==> src/design/htfd_pkg.sv <==
// Shared types, constants and the CRC-8 byte step of the sensor frame decoder.
`default_nettype none
package htfd_pkg;

  localparam int unsigned RAW_W    = 20;
  localparam int unsigned HUM_W    = 14;
  localparam int unsigned TEMP_W   = 15;
  localparam int unsigned PAYLOAD_W = 2 * RAW_W;

  localparam logic [2:0] FRAME_LAST_POS = 3'd6;
  localparam logic [7:0] CRC_POLY       = 8'h31;
  localparam logic [7:0] CRC_INIT       = 8'hFF;
  localparam int unsigned BUSY_BIT      = 7;

  localparam logic [HUM_W-1:0]  HUM_SCALE   = 14'd10000;
  localparam logic [TEMP_W-1:0] TEMP_SCALE  = 15'd20000;
  localparam logic [TEMP_W-1:0] TEMP_OFFSET = 15'd5000;

  typedef enum logic [1:0] {
    STATUS_OK      = 2'd0,
    STATUS_BUSY    = 2'd1,
    STATUS_CRC_ERR = 2'd2
  } frame_status_t;

  // A checked frame on its way from the tracker to the scaler.
  typedef struct packed {
    frame_status_t    status;
    logic [RAW_W-1:0] raw_humidity;
    logic [RAW_W-1:0] raw_temperature;
  } frame_t;

  // CRC-8, MSB first, no reflection, over one byte.
  function automatic logic [7:0] crc_step(input logic [7:0] crc, input logic [7:0] data);
    logic [7:0] c;
    c = crc ^ data;
    for (int i = 0; i < 8; i++) begin
      if (c[7]) begin
        c = {c[6:0], 1'b0} ^ CRC_POLY;
      end else begin
        c = {c[6:0], 1'b0};
      end
    end
    return c;
  endfunction

endpackage
`default_nettype wire

==> src/design/htfd_byte_if.sv <==
// Channel that carries received frame bytes into the decoder.
`default_nettype none
interface htfd_byte_if;
  logic       valid;
  logic       ready;
  logic [7:0] data_byte;
  logic       frame_start;

  modport source (output valid, output data_byte, output frame_start, input ready);
  modport sink   (input valid, input data_byte, input frame_start, output ready);
endinterface
`default_nettype wire

==> src/design/htfd_result_if.sv <==
// Channel that carries decoded frame results out of the decoder.
`default_nettype none
interface htfd_result_if;
  logic                                valid;
  logic                                ready;
  logic [1:0]                          frame_status;
  logic [htfd_pkg::RAW_W-1:0]          raw_humidity;
  logic [htfd_pkg::RAW_W-1:0]          raw_temperature;
  logic [htfd_pkg::HUM_W-1:0]          humidity_centi;
  logic signed [htfd_pkg::TEMP_W-1:0]  temperature_centi;

  modport source (output valid, output frame_status, output raw_humidity,
                  output raw_temperature, output humidity_centi,
                  output temperature_centi, input ready);
  modport sink   (input valid, input frame_status, input raw_humidity,
                  input raw_temperature, input humidity_centi,
                  input temperature_centi, output ready);
endinterface
`default_nettype wire

==> src/design/htfd_frame_tracker.sv <==
// Byte counter, running CRC and payload capture; emits one checked frame per seven bytes.
`default_nettype none
module htfd_frame_tracker (
  input  wire logic             clk,
  input  wire logic             rst,
  input  wire logic             byte_valid,
  output logic                  byte_ready,
  input  wire logic [7:0]       data_byte,
  input  wire logic             frame_start,
  output logic                  frame_valid,
  output htfd_pkg::frame_t      frame,
  input  wire logic             frame_take
);

  logic [2:0]                          pos;
  logic [7:0]                          crc;
  logic                                busy_seen;
  logic [htfd_pkg::PAYLOAD_W-1:0]      payload;

  logic                                accept;
  logic [2:0]                          pos_eff;
  logic [7:0]                          crc_eff;
  logic                                last_byte;
  htfd_pkg::frame_t                    frame_next;

  assign byte_ready = !frame_valid || frame_take;
  assign accept     = byte_valid && byte_ready;

  // A start mark, or a count that cannot occur, begins a fresh frame with this item.
  assign pos_eff   = (frame_start || pos > htfd_pkg::FRAME_LAST_POS) ? 3'd0 : pos;
  assign crc_eff   = (frame_start || pos > htfd_pkg::FRAME_LAST_POS) ? htfd_pkg::CRC_INIT : crc;
  assign last_byte = (pos_eff == htfd_pkg::FRAME_LAST_POS);

  always_comb begin
    frame_next.status          = htfd_pkg::STATUS_OK;
    frame_next.raw_humidity    = '0;
    frame_next.raw_temperature = '0;
    priority if (busy_seen) begin
      frame_next.status = htfd_pkg::STATUS_BUSY;
    end else if (data_byte != crc_eff) begin
      frame_next.status = htfd_pkg::STATUS_CRC_ERR;
    end else begin
      frame_next.raw_humidity    = payload[htfd_pkg::PAYLOAD_W-1:htfd_pkg::RAW_W];
      frame_next.raw_temperature = payload[htfd_pkg::RAW_W-1:0];
    end
  end

  always_ff @(posedge clk) begin
    if (rst) begin
      pos         <= 3'd0;
      crc         <= htfd_pkg::CRC_INIT;
      busy_seen   <= 1'b0;
      frame_valid <= 1'b0;
    end else begin
      if (accept && !last_byte) begin
        if (pos_eff == 3'd0) begin
          busy_seen <= data_byte[htfd_pkg::BUSY_BIT];
        end
        crc <= htfd_pkg::crc_step(crc_eff, data_byte);
        pos <= pos_eff + 3'd1;
      end else if (accept) begin
        crc <= htfd_pkg::CRC_INIT;
        pos <= 3'd0;
      end

      if (accept && last_byte) begin
        frame_valid <= 1'b1;
      end else if (frame_take) begin
        frame_valid <= 1'b0;
      end
    end
  end

  always_ff @(posedge clk) begin
    if (accept && !last_byte && pos_eff != 3'd0) begin
      payload <= {payload[htfd_pkg::PAYLOAD_W-9:0], data_byte};
    end
    if (accept && last_byte) begin
      frame <= frame_next;
    end
  end

endmodule
`default_nettype wire

==> src/design/htfd_scaler.sv <==
// Scales the raw codes to hundredths and holds the result item for the output channel.
`default_nettype none
module htfd_scaler (
  input  wire logic                          clk,
  input  wire logic                          rst,
  input  wire logic                          frame_valid,
  input  htfd_pkg::frame_t                   frame,
  output logic                               frame_take,
  output logic                               result_valid,
  input  wire logic                          result_ready,
  output logic [1:0]                         frame_status,
  output logic [htfd_pkg::RAW_W-1:0]         raw_humidity,
  output logic [htfd_pkg::RAW_W-1:0]         raw_temperature,
  output logic [htfd_pkg::HUM_W-1:0]         humidity_centi,
  output logic signed [htfd_pkg::TEMP_W-1:0] temperature_centi
);

  localparam int unsigned HUM_PROD_W  = htfd_pkg::RAW_W + htfd_pkg::HUM_W;
  localparam int unsigned TEMP_PROD_W = htfd_pkg::RAW_W + htfd_pkg::TEMP_W;

  logic [HUM_PROD_W-1:0]         hum_prod;
  logic [TEMP_PROD_W-1:0]        temp_prod;
  logic [htfd_pkg::TEMP_W-1:0]   temp_scaled;
  logic [htfd_pkg::HUM_W-1:0]    hum_next;
  logic [htfd_pkg::TEMP_W-1:0]   temp_next;
  logic                          frame_ok;

  assign frame_take = !result_valid || result_ready;
  assign frame_ok   = (frame.status == htfd_pkg::STATUS_OK);

  // The shift by the code width keeps the floor of each product.
  assign hum_prod    = HUM_PROD_W'(frame.raw_humidity) * HUM_PROD_W'(htfd_pkg::HUM_SCALE);
  assign temp_prod   = TEMP_PROD_W'(frame.raw_temperature) * TEMP_PROD_W'(htfd_pkg::TEMP_SCALE);
  assign temp_scaled = temp_prod[TEMP_PROD_W-1:htfd_pkg::RAW_W];

  // Rejected frames report every value as zero, including the temperature.
  assign hum_next  = frame_ok ? hum_prod[HUM_PROD_W-1:htfd_pkg::RAW_W] : '0;
  assign temp_next = frame_ok ? (temp_scaled - htfd_pkg::TEMP_OFFSET) : '0;

  always_ff @(posedge clk) begin
    if (rst) begin
      result_valid <= 1'b0;
    end else if (frame_take) begin
      result_valid <= frame_valid;
    end
  end

  always_ff @(posedge clk) begin
    if (frame_take && frame_valid) begin
      frame_status      <= frame.status;
      raw_humidity      <= frame.raw_humidity;
      raw_temperature   <= frame.raw_temperature;
      humidity_centi    <= hum_next;
      temperature_centi <= $signed(temp_next);
    end
  end

endmodule
`default_nettype wire

==> src/design/humidity_temp_frame_decoder.sv <==
// Sensor frame decoder: CRC-checked seven-byte frames in, scaled readings out.
// After its CRC byte, a result passes the frame register and then the result register.
// Throughput: one byte per cycle, each stage advancing only when the next one is free.
// The frame register and the result register part the two channels.
// Reset clears the byte count, the CRC to its initial value and both valid flags.
`default_nettype none
module humidity_temp_frame_decoder (
  input wire logic      clk,
  input wire logic      rst,
  htfd_byte_if.sink     frame_bytes,
  htfd_result_if.source results
);

  logic             frame_valid;
  logic             frame_take;
  htfd_pkg::frame_t frame;

  htfd_frame_tracker tracker (
    .clk         (clk),
    .rst         (rst),
    .byte_valid  (frame_bytes.valid),
    .byte_ready  (frame_bytes.ready),
    .data_byte   (frame_bytes.data_byte),
    .frame_start (frame_bytes.frame_start),
    .frame_valid (frame_valid),
    .frame       (frame),
    .frame_take  (frame_take)
  );

  htfd_scaler scaler (
    .clk               (clk),
    .rst               (rst),
    .frame_valid       (frame_valid),
    .frame             (frame),
    .frame_take        (frame_take),
    .result_valid      (results.valid),
    .result_ready      (results.ready),
    .frame_status      (results.frame_status),
    .raw_humidity      (results.raw_humidity),
    .raw_temperature   (results.raw_temperature),
    .humidity_centi    (results.humidity_centi),
    .temperature_centi (results.temperature_centi)
  );

endmodule
`default_nettype wire

==> src/flat_wrapper.sv <==
// flat-port wrapper written by rule: the top's interface ports become plain ports
module humidity_temp_frame_decoder_flat 
  (clk, rst, frame_bytes_valid, frame_bytes_data_byte, frame_bytes_frame_start, frame_bytes_ready, results_valid, results_frame_status, results_raw_humidity, results_raw_temperature, results_humidity_centi, results_temperature_centi, results_ready);
  htfd_byte_if frame_bytes_i ();
  htfd_result_if results_i ();
  input wire logic clk;
  input wire logic rst;
  input wire logic [$bits(frame_bytes_i.valid)-1:0] frame_bytes_valid;
  input wire logic [$bits(frame_bytes_i.data_byte)-1:0] frame_bytes_data_byte;
  input wire logic [$bits(frame_bytes_i.frame_start)-1:0] frame_bytes_frame_start;
  output wire logic [$bits(frame_bytes_i.ready)-1:0] frame_bytes_ready;
  output wire logic [$bits(results_i.valid)-1:0] results_valid;
  output wire logic [$bits(results_i.frame_status)-1:0] results_frame_status;
  output wire logic [$bits(results_i.raw_humidity)-1:0] results_raw_humidity;
  output wire logic [$bits(results_i.raw_temperature)-1:0] results_raw_temperature;
  output wire logic [$bits(results_i.humidity_centi)-1:0] results_humidity_centi;
  output wire logic [$bits(results_i.temperature_centi)-1:0] results_temperature_centi;
  input wire logic [$bits(results_i.ready)-1:0] results_ready;
  assign frame_bytes_i.valid = frame_bytes_valid;
  assign frame_bytes_i.data_byte = frame_bytes_data_byte;
  assign frame_bytes_i.frame_start = frame_bytes_frame_start;
  assign frame_bytes_ready = frame_bytes_i.ready;
  assign results_valid = results_i.valid;
  assign results_frame_status = results_i.frame_status;
  assign results_raw_humidity = results_i.raw_humidity;
  assign results_raw_temperature = results_i.raw_temperature;
  assign results_humidity_centi = results_i.humidity_centi;
  assign results_temperature_centi = results_i.temperature_centi;
  assign results_i.ready = results_ready;
  humidity_temp_frame_decoder u_core (.clk(clk), .rst(rst), .frame_bytes(frame_bytes_i), .results(results_i));
endmodule
==> config.mk <==
export PLATFORM = sky130hd
export DESIGN_NAME = humidity_temp_frame_decoder_flat
export DESIGN_NICKNAME = d
export VERILOG_FILES = /design/src/design/htfd_pkg.sv /design/src/design/htfd_byte_if.sv /design/src/design/htfd_result_if.sv /design/src/design/htfd_frame_tracker.sv /design/src/design/htfd_scaler.sv /design/src/design/humidity_temp_frame_decoder.sv /design/src/flat_wrapper.sv
export SDC_FILE = /design/constraint.sdc
export NUM_CORES = 1
export LEC_CHECK = 0
export BUFFER_PORTS_ARGS = -buffer_cell sky130_fd_sc_hd__buf_4
export CORE_MARGIN = 8
export CORE_UTILIZATION = 35
export DETAILED_ROUTE_END_ITERATION = 6
export PLACE_DENSITY_LB_ADDON = 0.1
export SLEW_MARGIN = 20
export SYNTH_ARGS = -nofsm -noshare
export SYNTH_HDL_FRONTEND = slang
export SYNTH_SLANG_ARGS = --single-unit
==> constraint.sdc <==
create_clock -name clk -period 5 [get_ports clk]
set_input_delay 0.75 -clock clk [delete_from_list [all_inputs] [get_ports clk]]
set_output_delay 0.75 -clock clk [all_outputs]
set_load 0.03 [all_outputs]
==> results.md, run 1 <==
* Crit-path slowest cell: fa_1
* Starting Density at a little over a third
* Yosys warns at 0
* PortBufs at between 80 and 90
* Area Overhead vs Synth at 31.4%
* Worst r2r path cells at 24
* Hold_ws at 0.445 ns
* Critical path class: reg -> reg
* Num CTS Buffers at 17
* Yosys cell types at 63
* Cells after Synth at 995
* # DRC at 0
* Final #Nets at 1515
* Share of cells above drive strength 1 at 32.5%
* Syn nets at 1264
* Final worst slack at -0.493 ns
* Row cnt at 67
* Main synth FF type: edfxtp_1
* Syn Area/Cell at between 10 and 15 µm²
* RSZ-0062 raised after global routing: yes
* Final Wtd Congestion at 0.772
* Chip Width at ~200 µm
* Period utilization at 110%
* Post-Synth Simple-Gate Area at 8.26%
* Routed WL at approximately 25 mm
* Final hold vios at 0
* Max incr delay on CP at 0.56 ns
* Post-synthesis mux area share at 0.338%
* Core area at 33400 µm²
* Peak supply drop at 0.000239 V
* # IOs at between 80 and 90
* Crit path max-delay family: adder cells
* Most common cell on crit path: inv_2
* R2r setup slk at -0.49 ns
* CTS tree: yes
* Global route overflow at 0
* DIE HEIGHT at 200 µm
* Async S/R FF share, synth at 0%
* Critical Path AT at between 5 and 6 ns
* Worst Skew at 0.00975 ns
* Dpl hpwl at 20.2 mm
* Commonest non-fill, non-tap cells in the layout: 229 x buf_4, 182 x inv_1, 153 x edfxtp_1
* R2r startpoint: u_core.tracker.frame[4]$_SDFFCE_PP0P_
* Failing checks: negative setup slack
* FILL cells at 3084
* Compound-Gate Fraction of Synth Area at 6.28%
* Via/cell ratio at between 4 and 5
* Detailed Route Iter0 Violations at 244
* Status: finished with violations
* Synthesized cell area at roughly 12000 µm²
* Number of max-cap violations at 0
* Number of global-route vias before repair at 8062
* Total power at 3.02 mW
* Post-DRT Antenna Nets at 0
* Initial antenna violation count at 0
* Clock Path Buffers at 2
* Crit-path max FO at 3
* Critical Path Stages at 24
* Synth Area in Adders at between 30 and 40%
* Worst hold start: u_core.tracker.payload[1]$_DFFE_PP_
* Period minus WS final at between 5 and 6 ns
* Register bit total from synthesis at 167
* CP Buf/Inv Count at 7
* Clock latency on the worst-skew pair at 0.44 ns
* Htree depth at 4
* Clock transition at path regs at approximately 0.07 ns
* Hold endpoint: u_core.tracker.payload[9]$_DFFE_PP_
* CP required at between 5 and 6 ns
* Sequential share of the synthesized area at 41.1%
* CP Cell Sequence: inv_2 > fa_1 > inv_2 > ha_4 > inv_2 > fa_1 > inv_1 > ha_1 > inv_2 > fa_1 > inv_2 > ha_4 > o21a_1 > o2111ai_4 > a22oi_2 > buf_4 > a21bo_4 > xnor2_4 > nor4_4 > and4bb_4 > or3_4 > a31o_1 > o311ai_2 > mux2i_1
* Diodes inserted at 0
* Root buffer cell: clkbuf_16
* Wirelength per Cell at 14.9 µm
* Reg area at 4870 µm²
* Power Density at roughly 190 nW/µm²
* Slew margin rel. at 46.7%
* Largest net degree at the start of global routing at 35
* Area of the multi-input gates at just under 7000 µm²
* Initial DRT Pass Iterations at 4
* Total GRT Usage at 13.3%
* Global-route wire length before repair at 41.3 mm
* Total number of vias at 7623
* Number of synthesized flops with an enable pin at ~150
* Largest family of logic cells by synthesized area: adder cells
* Static Leakage at 6.71 nW
* Crit path capture type: flip-flop
* Hold Path Depth at 0
* # setup viols final at 8
* Xor/xnor share of the synthesized area at 3.77%
* DIE AREA at 40000 µm²
* Most common cell after layout, fill and taps aside: buf_4
* FMAX at 182 MHz
* Sink Count at 167
* Fin. max-slew vios at 0
* Worst hold-check path type: reg -> reg
* RR Endpoint: u_core.scaler.temperature_centi[14]$_SDFFCE_PP0P_
* Least-Margin Pin Slew at 0.798 ns
* Critical path startpoint category: flip-flop
report_power, final:
part	switching, mW	internal, mW	leakage [nW]
combinational	0.0698	0.0620	5.11
sequential	0.0162	1.53	1.31
clock	0.666	0.676	0.286
flip-flops by register name (all words and copies together) (netlist names), 2 cells and up:
| name | flops |
|---|---|
| u_core.scaler.raw_humidity | 20 |
| u_core.tracker.crc | 8 |
| u_core.scaler.humidity_centi | 14 |
| u_core.tracker.frame | 42 |
| u_core.scaler.temperature_centi | 15 |
| u_core.tracker.pos | 3 |
| u_core.tracker.payload | 40 |
| u_core.scaler.frame_status | 2 |
| u_core.scaler.raw_temperature | 20 |
cells in the mapped netlist, types with 8 or more instances:
library cell,n,area (µm²)
inv_1,221,830
ha_1,164,2050
edfxtp_1,153,4590
fa_1,92,1840
nor2_1,55,206
and2_1,43,269
xnor2_1,31,272
a21oi_1,27,135
xor2_1,20,175
nand2_1,17,63.8
a21o_1,14,105
dfxtp_1,14,280
nand3_1,12,60.1
clkbuf_1,10,37.5
nor3_1,10,50.1
nor2b_1,8,50.1
cell type report:
class	instances	share of cell area, %
Clock buffer	17	2.73
Clock inverter	15	1.15
Inverter	221	5.35
Multi-Input combinational cell	596	43.7
Sequential cell	167	31.3
Tap cell	448	3.60
Timing Repair Buffer	243	12.1
worst max-delay path by stage:
stage,from,endpoint,slack (ns)
3_5_place_dp,u_core.tracker.frame[13]$_SDFFCE_PP0P_,u_core.scaler.temperature_centi[14]$_SDFFCE_PP0P_,-0.54
3_3_place_gp,u_core.tracker.frame[6]$_SDFFCE_PP0P_,u_core.scaler.temperature_centi[14]$_SDFFCE_PP0P_,-0.49
5_1_grt,u_core.tracker.frame[4]$_SDFFCE_PP0P_,u_core.scaler.temperature_centi[14]$_SDFFCE_PP0P_,-0.77
2_1_floorplan,u_core.tracker.frame[5]$_SDFFCE_PP0P_,u_core.scaler.temperature_centi[14]$_SDFFCE_PP0P_,-0.32
6_report,u_core.tracker.frame[4]$_SDFFCE_PP0P_,u_core.scaler.temperature_centi[14]$_SDFFCE_PP0P_,-0.49
4_1_cts,u_core.tracker.frame[4]$_SDFFCE_PP0P_,u_core.scaler.temperature_centi[14]$_SDFFCE_PP0P_,-0.51
what timing repair did:
item / 4_1_cts / 5_1_grt
hold buffers: 0 / 0
resized for setup: 34 / 72
setup buffers: 16 / 15
endpoints found under the setup margin: 14 / 18
pin swaps: 26 / 47
metal layers:
metal  global-route usage [%]  vias up  share of wire, %
met2                     22.4       87                47
li1                         -     3819                 -
met4                     3.60        0               1.1
met5                        0        -                 0
met1                     17.4     3698                48
met3                     2.38       19               3.3
cell families (layout without fill, tap and decap cells):
group,after synthesis,after routing
buf+inv,232,496
flops,167,167
compound gates,103,103
simple gates,182,182
xor+xnor,51,51
mux,4,4
fa+ha+maj,256,256
stage by stage:
step | setup WS, ns | util [%] | cell area, µm² | TNS (ns) | instances
6_report | -0.493 | 46.5 | 15600 | -2.18 | 1707
5_1_grt | -0.766 | 46.5 | 15600 | -4.42 | 1707
4_1_cts | -0.505 | 45.1 | 15100 | -2.16 | 1691
3_5_place_dp | -0.540 | 42.5 | 14200 | -3.82 | 1643
3_3_place_gp | -0.486 | 42.5 | 14200 | -3.60 | 1643
2_1_floorplan | -0.321 | - | 12100 | -0.850 | 995
Note: power is estimated with default switching activity, not from simulation.
==> inputs of run 2 (changes only) <==
PLACE_DENSITY_LB_ADDON = 0.05   (was 0.1)
==> run 2 against run 1 <==
Net effect: the flow still finishes with violations (negative setup slack); combinational power is essentially flat; highest routed layer unchanged; clock power shrank 5%; sequential share of layout area grew 0.47 points; critical path depth shrank 3; total power shrank 2.4%; utilization shrank 0.69 points; critical path type unchanged; sequential power is essentially flat; die area is the same; register-to-register slack gained 0.097 ns; cell count shrank 0.82%; flip-flop and latch count is the same.
==> results.md, run 2 (synthesized netlist as in run 1, its figures left out) <==
* Slew margin rel. at 40.5% (-6.1 points)
* Largest net degree at the start of global routing at 62 (+77%)
* Crit path capture type: flip-flop
* Core area at 33400 µm² (unchanged)
* Fin Setup TNS at -1.66 ns (+0.515 ns)
* Peak supply drop at 0.000235 V (-1.8%)
* Critical path startpoint category: flip-flop
* # setup viols final at 9 (+1)
* # IOs at 86 (unchanged)
* DIE AREA at 40000 µm² (unchanged)
* Period minus WS final at 5.40 ns (-0.0968 ns)
* Most common cell after layout, fill and taps aside: buf_4
* Dpl hpwl at 20.3 mm (+0.48%)
* Global route overflow at 0 (unchanged)
* Wirelength per Cell at 15.0 µm (+0.75%)
* Post-DRT Antenna Nets at 0 (unchanged)
* Top Registers: u_core.tracker.frame: 42 flops, u_core.tracker.payload: 40 flops
* Hold_ws at 0.443 ns (-0.00221 ns)
* Final worst slack at -0.396 ns (+0.0968 ns)
* Critical path class: reg -> reg
* Chip Width at 200 µm (unchanged)
* Hold Path Depth at 0 (unchanged)
* Num CTS Buffers at 17 (unchanged)
* CTS tree: yes
* Max reg flops at 42 (unchanged)
* Worst Skew at 0.0106 ns (+0.000827 ns)
* Static Leakage at 6.64 nW (-1.0%)
* Crit-path max FO at 3 (unchanged)
* Via/cell ratio at 4.45 (-0.39%)
* Total number of vias at 7531 (-1.2%)
* Clock latency on the worst-skew pair at 0.44 ns (about the same)
* Final Wtd Congestion at 0.762 (-1.3%)
* Power Density at 192 nW/µm² (-0.93%)
* Critical Path AT at 5.57 ns (-0.22 ns)
* Total GRT Usage at 13.6% (+0.30 points)
* Area Overhead vs Synth at 29.4%
* Global-route wire length before repair at 42.1 mm (+2.0%)
* Sink Count at 167 (unchanged)
* Biggest register: u_core.tracker.frame
* Row cnt at 67 (unchanged)
* Status: finished with violations
* Period utilization at 108% (-1.9 points)
* Initial DRT Pass Iterations at 4 (unchanged)
* Final hold vios at 0 (unchanged)
* Diodes inserted at 0 (unchanged)
* Total power at 2.95 mW (-2.4%)
* Clock Path Buffers at 2 (unchanged)
* CTS Hold Buffers Added at 0 (unchanged)
* Clock transition at path regs at 0.07 ns (about the same)
* Routed WL at 25.4 mm (about the same)
* Share of cells above drive strength 1 at 30.7% (-1.8 points)
* Number of global-route vias before repair at 8217 (+1.9%)
* Setup WS pre-CTS at -0.550 ns (-0.00985 ns)
* Worst r2r path cells at 21 (-13%)
* Root buffer cell: clkbuf_16
* DIE HEIGHT at 200 µm (unchanged)
* CP required at 5.18 ns (-0.11 ns)
* Failing checks: negative setup slack
* FILL cells at 3109 (+0.81%)
* Initial antenna violation count at 0 (unchanged)
* Detailed Route Iter0 Violations at 240 (-1.6%)
* Worst hold-check path type: reg -> reg
* Starting Density at 35.4% (unchanged)
* PortBufs at 85 (unchanged)
* Htree depth at 4 (unchanged)
* Commonest non-fill, non-tap cells in the layout: 219 x buf_4, 192 x inv_1, 153 x edfxtp_1
* Final #Nets at 1501 (-0.92%)
* FMAX at 185 MHz (+1.8%)
* # DRC at 0 (unchanged)
* Fin. max-slew vios at 0 (unchanged)
* RSZ-0062 raised after global routing: yes
* Least-Margin Pin Slew at 0.890 ns (+0.0917 ns)
* Number of max-cap violations at 0 (unchanged)
* R2r setup slk at -0.40 ns (+0.10 ns)
run 2: changes by cell type in the layout (fill, tap and decap cells not counted), sizes merged:
cell | previous run | this run
clkinvlp | 2 | 3
buf | 243 | 229
clkinv | 7 | 5
inv | 227 | 228
run 2: final timing paths:
path | startpoint | to
min reg2reg | u_core.tracker.payload[14]$_DFFE_PP_ | u_core.tracker.payload[22]$_DFFE_PP_
max | u_core.tracker.frame[11]$_SDFFCE_PP0P_ | u_core.scaler.temperature_centi[14]$_SDFFCE_PP0P_
max reg2reg | u_core.tracker.frame[11]$_SDFFCE_PP0P_ | u_core.scaler.temperature_centi[14]$_SDFFCE_PP0P_
min | u_core.tracker.payload[14]$_DFFE_PP_ | u_core.tracker.payload[22]$_DFFE_PP_
run 2: critical path: stages (launching register included):
cell      delay (ns)
edfxtp_1        0.40
inv_2           0.08
fa_1            0.55
inv_2           0.05
ha_4            0.25
fa_1            0.40
ha_1            0.30
inv_2           0.04
fa_1            0.51
inv_2           0.04
ha_4            0.25
nand4_1         0.11
or3_1           0.36
a221o_1         0.33
o21ai_2         0.10
a41o_1          0.25
xnor2_2         0.13
and4bb_4        0.26
or3_4           0.35
a31o_1          0.19
o311ai_2        0.07
mux2i_1         0.11
run 2: stage by stage:
stage               cells  utilization (%)  area, µm²
floorplan             995                -      12100
global placement     1638             42.4      14200
detailed placement   1638             42.4      14200
CTS                  1692             45.3      15100
global route         1693             45.8      15300
finish               1693             45.8      15300
run 2: area by class of cell:
cell class                      instances  area (µm²)  share of cell area, %
Multi-Input combinational cell        596        6740                   44.0
Clock inverter                         15         133                  0.865
Tap cell                              448         561                   3.66
Timing Repair Buffer                  229        1770                   11.5
Sequential cell                       167        4870                   31.8
Clock buffer                           17         425                   2.77
Inverter                              221         830                   5.41
run 2: repair_timing:
action,4_1_cts,5_1_grt
resized for setup,50,32
buffers inserted,22,6
pin swaps,42,24
hold endpoints to repair,0,0
setup endpoints to repair,17,19
gates cloned,0,0
run 2: power breakdown:
part / total [mW] / internal [mW] / switching [mW]
clock: 1.27 / 0.654 / 0.615
sequential: 1.55 / 1.53 / 0.0174
combinational: 0.131 / 0.0617 / 0.0696
run 2: layer usage:
metal,track usage [%],vias to the layer above,part of all wire (%)
li1,-,3794,-
met1,17.8,3645,48
met2,22.9,72,48
met3,2.36,20,2.8
met4,3.57,0,1.2
met5,0,-,0
==> inputs of run 3 (changes only) <==
clock period = 6.4 ns   (was 5 ns; I/O delays follow)
==> run 3 against run 2 <==
Net effect: the flow now finishes without violations; critical path depth did not move; clock power fell by 13%; first-iteration DRC count rose by 28%; largest cell class unchanged; die area did not move.
==> results.md, run 3 (synthesized netlist as in run 1, its figures left out) <==
* # setup viols final at 0 (-9)
* PortBufs at 85 (unchanged)
* Diodes inserted at 0 (unchanged)
* Initial DRT Pass Iterations at 4 (unchanged)
* Routed WL at 24.5 mm (-3.6%)
* Biggest register: u_core.tracker.frame
* Crit path capture type: flip-flop
* Share of cells above drive strength 1 at 13.7% (-17 points)
* Hold_ws at 0.440 ns (-0.00363 ns)
* Crit-path max FO at 5 (+2)
* Beginning of the critical path: u_core.tracker.frame[9]$_SDFFCE_PP0P_
* Row cnt at 67 (unchanged)
* Worst hold start: u_core.tracker.payload[11]$_DFFE_PP_
* Starting Density at 35.4% (unchanged)
* Power Density at 176 nW/µm² (-8.3%)
* Peak supply drop at 0.000198 V (-16%)
* Period minus WS final at 6.05 ns (+0.653 ns)
* Most common cell after layout, fill and taps aside: inv_1
* Core area at 33400 µm² (unchanged)
* Wirelength per Cell at 15.7 µm (+4.7%)
* Clock latency on the worst-skew pair at 0.44 ns (about the same)
* Fin. max-slew vios at 0 (unchanged)
* DIE HEIGHT at 200 µm (unchanged)
* Critical path startpoint category: flip-flop
* Num CTS Buffers at 17 (unchanged)
* Critical Path AT at 6.24 ns (+0.67 ns)
* Global-route wire length before repair at 40.5 mm (-3.9%)
* Detailed Route Iter0 Violations at 306 (+28%)
* Final Wtd Congestion at 0.793 (+4.1%)
* Number of max-cap violations at 0 (unchanged)
* Area Overhead vs Synth at 16.0%
* R2r startpoint: u_core.tracker.frame[9]$_SDFFCE_PP0P_
* FILL cells at 3264 (+5.0%)
* CTS tree: yes
* Htree depth at 4 (unchanged)
* Worst hold-check path type: reg -> reg
* Total GRT Usage at 13.1% (-0.49 points)
* Dpl hpwl at 18.9 mm (-6.6%)
* Root buffer cell: clkbuf_16
* Max reg flops at 42 (unchanged)
* Top Registers: u_core.tracker.frame: 42 flops, u_core.tracker.payload: 40 flops
* Number of global-route vias before repair at 7656 (-6.8%)
* Slew margin rel. at 39.7% (-0.82 points)
* DIE AREA at 40000 µm² (unchanged)
* Setup WS pre-CTS at 0.280 ns (+0.829 ns)
* Critical path class: reg -> reg
* Global route overflow at 0 (unchanged)
* Static Leakage at 5.95 nW (-11%)
* Largest net degree at the start of global routing at 43 (-31%)
* Clock transition at path regs at 0.08 ns (about the same)
* Initial antenna violation count at 0 (unchanged)
* Commonest non-fill, non-tap cells in the layout: 221 x inv_1, 164 x ha_1, 153 x edfxtp_1
* Worst Skew at 0.0104 ns (-0.000203 ns)
* FMAX at 165 MHz (-11%)
* Least-Margin Pin Slew at 0.902 ns (+0.0125 ns)
* # DRC at 0 (unchanged)
* Final hold vios at 0 (unchanged)
* Reg area at 4870 µm² (unchanged)
* CP required at 6.59 ns (+1.41 ns)
* Final #Nets at 1367 (-8.9%)
* Status: finished, final reports clean
* Total number of vias at 7137 (-5.2%)
* Sink Count at 167 (unchanged)
* RSZ-0062 raised after global routing: no
* Fin Setup TNS at 0 ns (+1.66 ns)
* Final worst slack at 0.351 ns (+0.747 ns)
* # IOs at 86 (unchanged)
* Via/cell ratio at 4.58 (+2.9%)
* Area of the multi-input gates at 6140 µm² (-9.0%)
* Period utilization at 94.5% (-13 points)
* Post-DRT Antenna Nets at 0 (unchanged)
* Total power at 2.42 mW (-18%)
* Clock Path Buffers at 2 (unchanged)
* Chip Width at 200 µm (unchanged)
-- run 3: cell count changes in the layout (fill, tap and decap cells not counted), moves of 4 or more --
cell     delta
buf_4     -124
inv_1      +29
inv_2      -29
ha_1       +22
ha_4       -19
xnor2_1    +12
buf_6       -9
xnor2_2     -9
a21oi_1     +7
a21oi_2     -6
nand3_1     +6
nand3_2     -4
-- run 3: layout make-up --
cell class | count | area share, %
Multi-Input combinational cell | 596 | 44.7
Sequential cell | 167 | 35.5
Inverter | 221 | 6.03
Timing Repair Buffer | 95 | 5.19
Tap cell | 448 | 4.08
Clock buffer | 17 | 3.09
Clock inverter | 15 | 1.48
-- run 3: where the power goes --
part | switching, mW | internal [mW]
combinational | 0.0566 | 0.0477
sequential | 0.0131 | 1.19
clock | 0.512 | 0.600
-- run 3: worst paths after layout --
path	end	slack, ns	cells after the start
setup / recovery	u_core.scaler.temperature_centi[14]$_SDFFCE_PP0P_	0.35	21
hold / removal	u_core.tracker.payload[19]$_DFFE_PP_	0.44	0
setup reg to reg	u_core.scaler.temperature_centi[14]$_SDFFCE_PP0P_	0.35	21
hold reg to reg	u_core.tracker.payload[19]$_DFFE_PP_	0.44	0
-- run 3: repair_timing --
action | CTS | global route
hold buffers | 0 | 0
setup endpoints to repair | 0 | 1
gates resized for setup | 0 | 1
buffers inserted | 0 | 4
-- run 3: layer usage --
| layer | global-route usage, % | up-vias | routed length, µm |
|---|---|---|---|
| li1 | - | 3531 | - |
| met1 | 18.5 | 3490 | 12600 |
| met2 | 20.2 | 93 | 10700 |
| met3 | 2.48 | 23 | 841 |
| met4 | 3.73 | 0 | 386 |
| met5 | 0 | - | 0 |
-- run 3: metrics by stage --
step | instances | utilization, % | cell area (µm²)
6_report | 1559 | 41.1 | 13700
5_1_grt | 1559 | 41.1 | 13700
4_1_cts | 1555 | 41.0 | 13700
3_5_place_dp | 1523 | 39.1 | 13100
3_3_place_gp | 1523 | 39.1 | 13100
2_1_floorplan | 995 | - | 11800
-- run 3: worst max-delay path, cell delays in order, from the launching register on --
cell,delay [ns]
edfxtp_1,0.46
inv_1,0.17
fa_1,0.54
inv_1,0.04
ha_1,0.30
fa_1,0.45
ha_1,0.35
inv_1,0.07
fa_1,0.55
inv_1,0.06
ha_1,0.37
a21oi_2,0.18
o21a_1,0.15
o221a_2,0.23
a21bo_2,0.24
xnor2_1,0.20
nor4_4,0.37
and4bb_4,0.30
or3_4,0.35
a31o_1,0.24
o311ai_2,0.07
mux2i_1,0.11
